<file path="src/sv/gdo_ram.sv">
module gdo_ram #(
   parameter int WIDTH = 8,
   parameter int DEPTH = 64
) (
   input  logic                     clock,
   input  logic                     wr_en,
   input  logic [$clog2(DEPTH)-1:0] wr_addr,
   input  logic [WIDTH-1:0]         wr_data,
   input  logic                     rd_en,
   input  logic [$clog2(DEPTH)-1:0] rd_addr,
   output logic [WIDTH-1:0]         rd_data
);

   logic [WIDTH-1:0] mem_ff [DEPTH];
   logic [WIDTH-1:0] rd_data_ff;

   always_ff @(posedge clock) begin
      if (wr_en) begin
         mem_ff[wr_addr] <= wr_data;
      end
      if (rd_en) begin
         rd_data_ff <= mem_ff[rd_addr];
      end
   end

   assign rd_data = rd_data_ff;

endmodule
</file>
<file path="config.mk">
export PLATFORM = sky130hd
export DESIGN_NAME = gdo_ram
export DESIGN_NICKNAME = d
export VERILOG_FILES = /design/src/sv/gdo_ram.sv
export SDC_FILE = /design/constraint.sdc
export NUM_CORES = 1
export LEC_CHECK = 0
export BUFFER_PORTS_ARGS = -buffer_cell sky130_fd_sc_hd__buf_2
export CAP_MARGIN = 20
export CORE_UTILIZATION = 45
export CTS_BUF_LIST = sky130_fd_sc_hd__clkbuf_8
export DETAILED_ROUTE_END_ITERATION = 10
export HOLD_SLACK_MARGIN = 0.08
export MAX_ROUTING_LAYER = met4
export PLACE_DENSITY_LB_ADDON = 0.2
export SLEW_MARGIN = 20
export SYNTH_ARGS = -nofsm -noshare
export SYNTH_HDL_FRONTEND = slang
export SYNTH_SLANG_ARGS = --single-unit
</file>
<file path="constraint.sdc">
create_clock -name clock -period 2.3 [get_ports clock]
set_input_delay 0.46 -clock clock [delete_from_list [all_inputs] [get_ports clock]]
set_output_delay 0.46 -clock clock [all_outputs]
set_load 0.01 [all_outputs]
</file>
==> metrics.cfg <==
[floorplan]
num_rows=77
io_pins=31
dieArea_um2=45800
die_w_um=214
core-area_um2=44300
start_util_pct=45.7
dieHeight_um=214

[sta]
maxClockFrequency_ghz=0.455
finalCriticalPeriod_ns=2.20
tightest_slew_ns=0.719
rsz0062_at_grt=false
hold_viol_final=0
finalClockSkew_ns=0.0235
fin_crit_sh_pct=95.5
slew_headroom_pct=52.1
fin_ws_ns=0.104
drv_slew=0
setup_viol=0

[place]
dp.cells=1676
dp_slack_ns=-0.480
gp_congestion=0.835
post-dp-hpwl_um=30000
io_buffers=30
placed_cell_area_um2=22300

[synth]
ys_ff_latch=520
ys_warn_count=0
syn-cell-area_um2=20200
avgSynthCellArea_um2=21.5
netlist_instances=940
syn-num-nets=963
synth_cell_types=39
synth_seq_area_share_pct=77.1
synth_edf_count=520
synthArstFlopShare_pct=0
synth_ff_type=edfxtp_1

[setup_path]
cp.arrival_ns=2.57
end_kind=register
worstSetupPathType=reg2reg
critical_path_required_ns=2.68
crit_path_start_kind=register
cp_max_fo=1
r2r_slack_ns=0.10

[clock_network]
cts_tree=yes
clock_tree.buffer_depth=3
insertion_delay_ns=0.65
clk_pin_slew_worst_paths_ns=0.06
post_cts_buffers=0
htreeDepth=3
clock-sinks=520
cts_buffers=85
ctsResizeCount=0
clockRootBuffer=clkbuf_8
postCtsHoldBufs=0

[global_routing]
grt-ovfl-total=0
antenna_found_initial=3
grt_pass1_vias=10600
grt_pass1_wl_um=70100
track_usage_pct=21.8
grt_max_degree=65

[power]
power_switching_share_pct=22.0
p_total_mw=19.0
p_comb_share_pct=5.7
p_clk_share_pct=38.8
p_switching_mw=4.18
pwr-share-seq_pct=55.4
internal_power_mw=14.8
ir_drop_mv=0.460
leakagePower_nw=7.87
powerDensity_nw_per_um2=799

[detailed_routing]
wirelength_um=47100
drcViolationCount=0
viasPerCell=5.55
postRouteAntennaNets=0
vias=10100
wl_per_cell_um=25.8
drtPass1Iterations=6
drt-initial-drc-count=1041

[cells_and_area]
nNetsFinal=1194
utilization_pct=53.7
drive_gt1_share_pct=35.7
instances_no_fill=1827
fin_area_um2=23800
areaGrowthSynthToFinish_pct=17.6
n_fill_cell=3466

[outcome]
outcome=finished clean

[flow_run]
maxCapViolations=0

[hold_path]
hold_path.class=in2reg

-- logic make-up (layout without fill, tap and decap cells) --
| kind of cell | count (synthesis) | in the layout | synth area share (%) |
|---|---|---|---|
| AOI/OAI and AO/OA | 54 | 54 | 2.06 |
| and+or+nand+nor | 153 | 153 | 3.37 |
| DFF | 520 | 520 | 77.1 |
| buffers and inverters | 51 | 342 | 1.56 |
| muxes | 162 | 162 | 15.9 |
| other | 0 | 4 | 0 |
-- worst max-delay path, stage by stage (launching register included) --
cell and delay [ns]:
edfxtp_1 0.35, mux4_2 0.48, mux2_2 0.32, a221oi_1 0.64, o2bb2ai_1 0.15
-- power by group through the flow --
stage / logic [mW] / clock network, mW / registers (mW)
floorplan: 0.559 / 0 / 10.7
global placement: 1.09 / 0 / 10.7
detailed placement: 1.11 / 0 / 10.7
CTS: 1.11 / 7.57 / 10.5
global route: 1.17 / 7.98 / 10.5
finish: 1.09 / 7.39 / 10.5
-- placed cells by master, fill, tap and decap left out, types with 15 or more instances in the layout --
master      n
edfxtp_1  520
buf_4     153
mux4_2    126
clkbuf_8   89
nor2_1     83
inv_1      26
buf_2      26
mux2i_1    23
nand2_1    19
clkinv_1   18
buf_12     15
-- flip-flops by register name (all words and copies together) (netlist names) --
signal and count:
mem_ff 512, rd_data 8
-- synthesized netlist by cell type, drive strengths merged, types with 3 or more instances --
master	instances	area, µm²
edfxtp	520	15600
mux4	126	2840
nor2	83	312
buf	34	253
mux2i	23	230
nand2	19	71.3
clkbuf	17	63.8
nor2b	14	87.6
mux2	13	146
nand3	13	65.1
o221ai	8	70.1
o22ai	8	50.1
nand2b	7	43.8
nor3	7	35.0
a221oi	6	52.6
a211oi	4	30.0
o21ai	4	20.0
a21oi	3	15.0
a22oi	3	22.5
nand3b	3	22.5
o2111ai	3	26.3
o2bb2ai	3	26.3
-- path summary, 6_finish.rpt --
kind,startpoint,end,cells past startpoint
min reg2reg,mem_ff[27][6],rd_data[6],3
max reg2reg,mem_ff[47][0],rd_data[0],4
max,mem_ff[47][0],rd_data[0],4
min,rd_en,rd_data[7],1
-- layout make-up --
class | instances | area, µm² | area share, %
clock buffers | 88 | 1210 | 5.09
multi-input cells | 369 | 4320 | 18.1
repair buffers | 195 | 1590 | 6.69
well taps | 592 | 741 | 3.11
flip-flops and latches | 520 | 15600 | 65.6
clock inverters | 59 | 327 | 1.37
diodes | 4 | 10.0 | 0.0420
-- metrics by stage --
| stage | hold slack, ns | TNS (ns) |
|---|---|---|
| 3_5_place_dp | 0.870 | -3.08 |
| 3_3_place_gp | 0.874 | -2.87 |
| 4_1_cts | 0.155 | 0 |
| 2_1_floorplan | 0.559 | 0 |
| 6_report | 0.213 | 0 |
| 5_1_grt | 0.181 | 0 |
-- metal layers --
metal  track usage [%]  wire length [µm]
met3              4.64              3130
met2              32.6             22200
met5                 -                 0
met4              6.88              1010
met1              30.4             20700
Power figures use the tool's default switching activity.
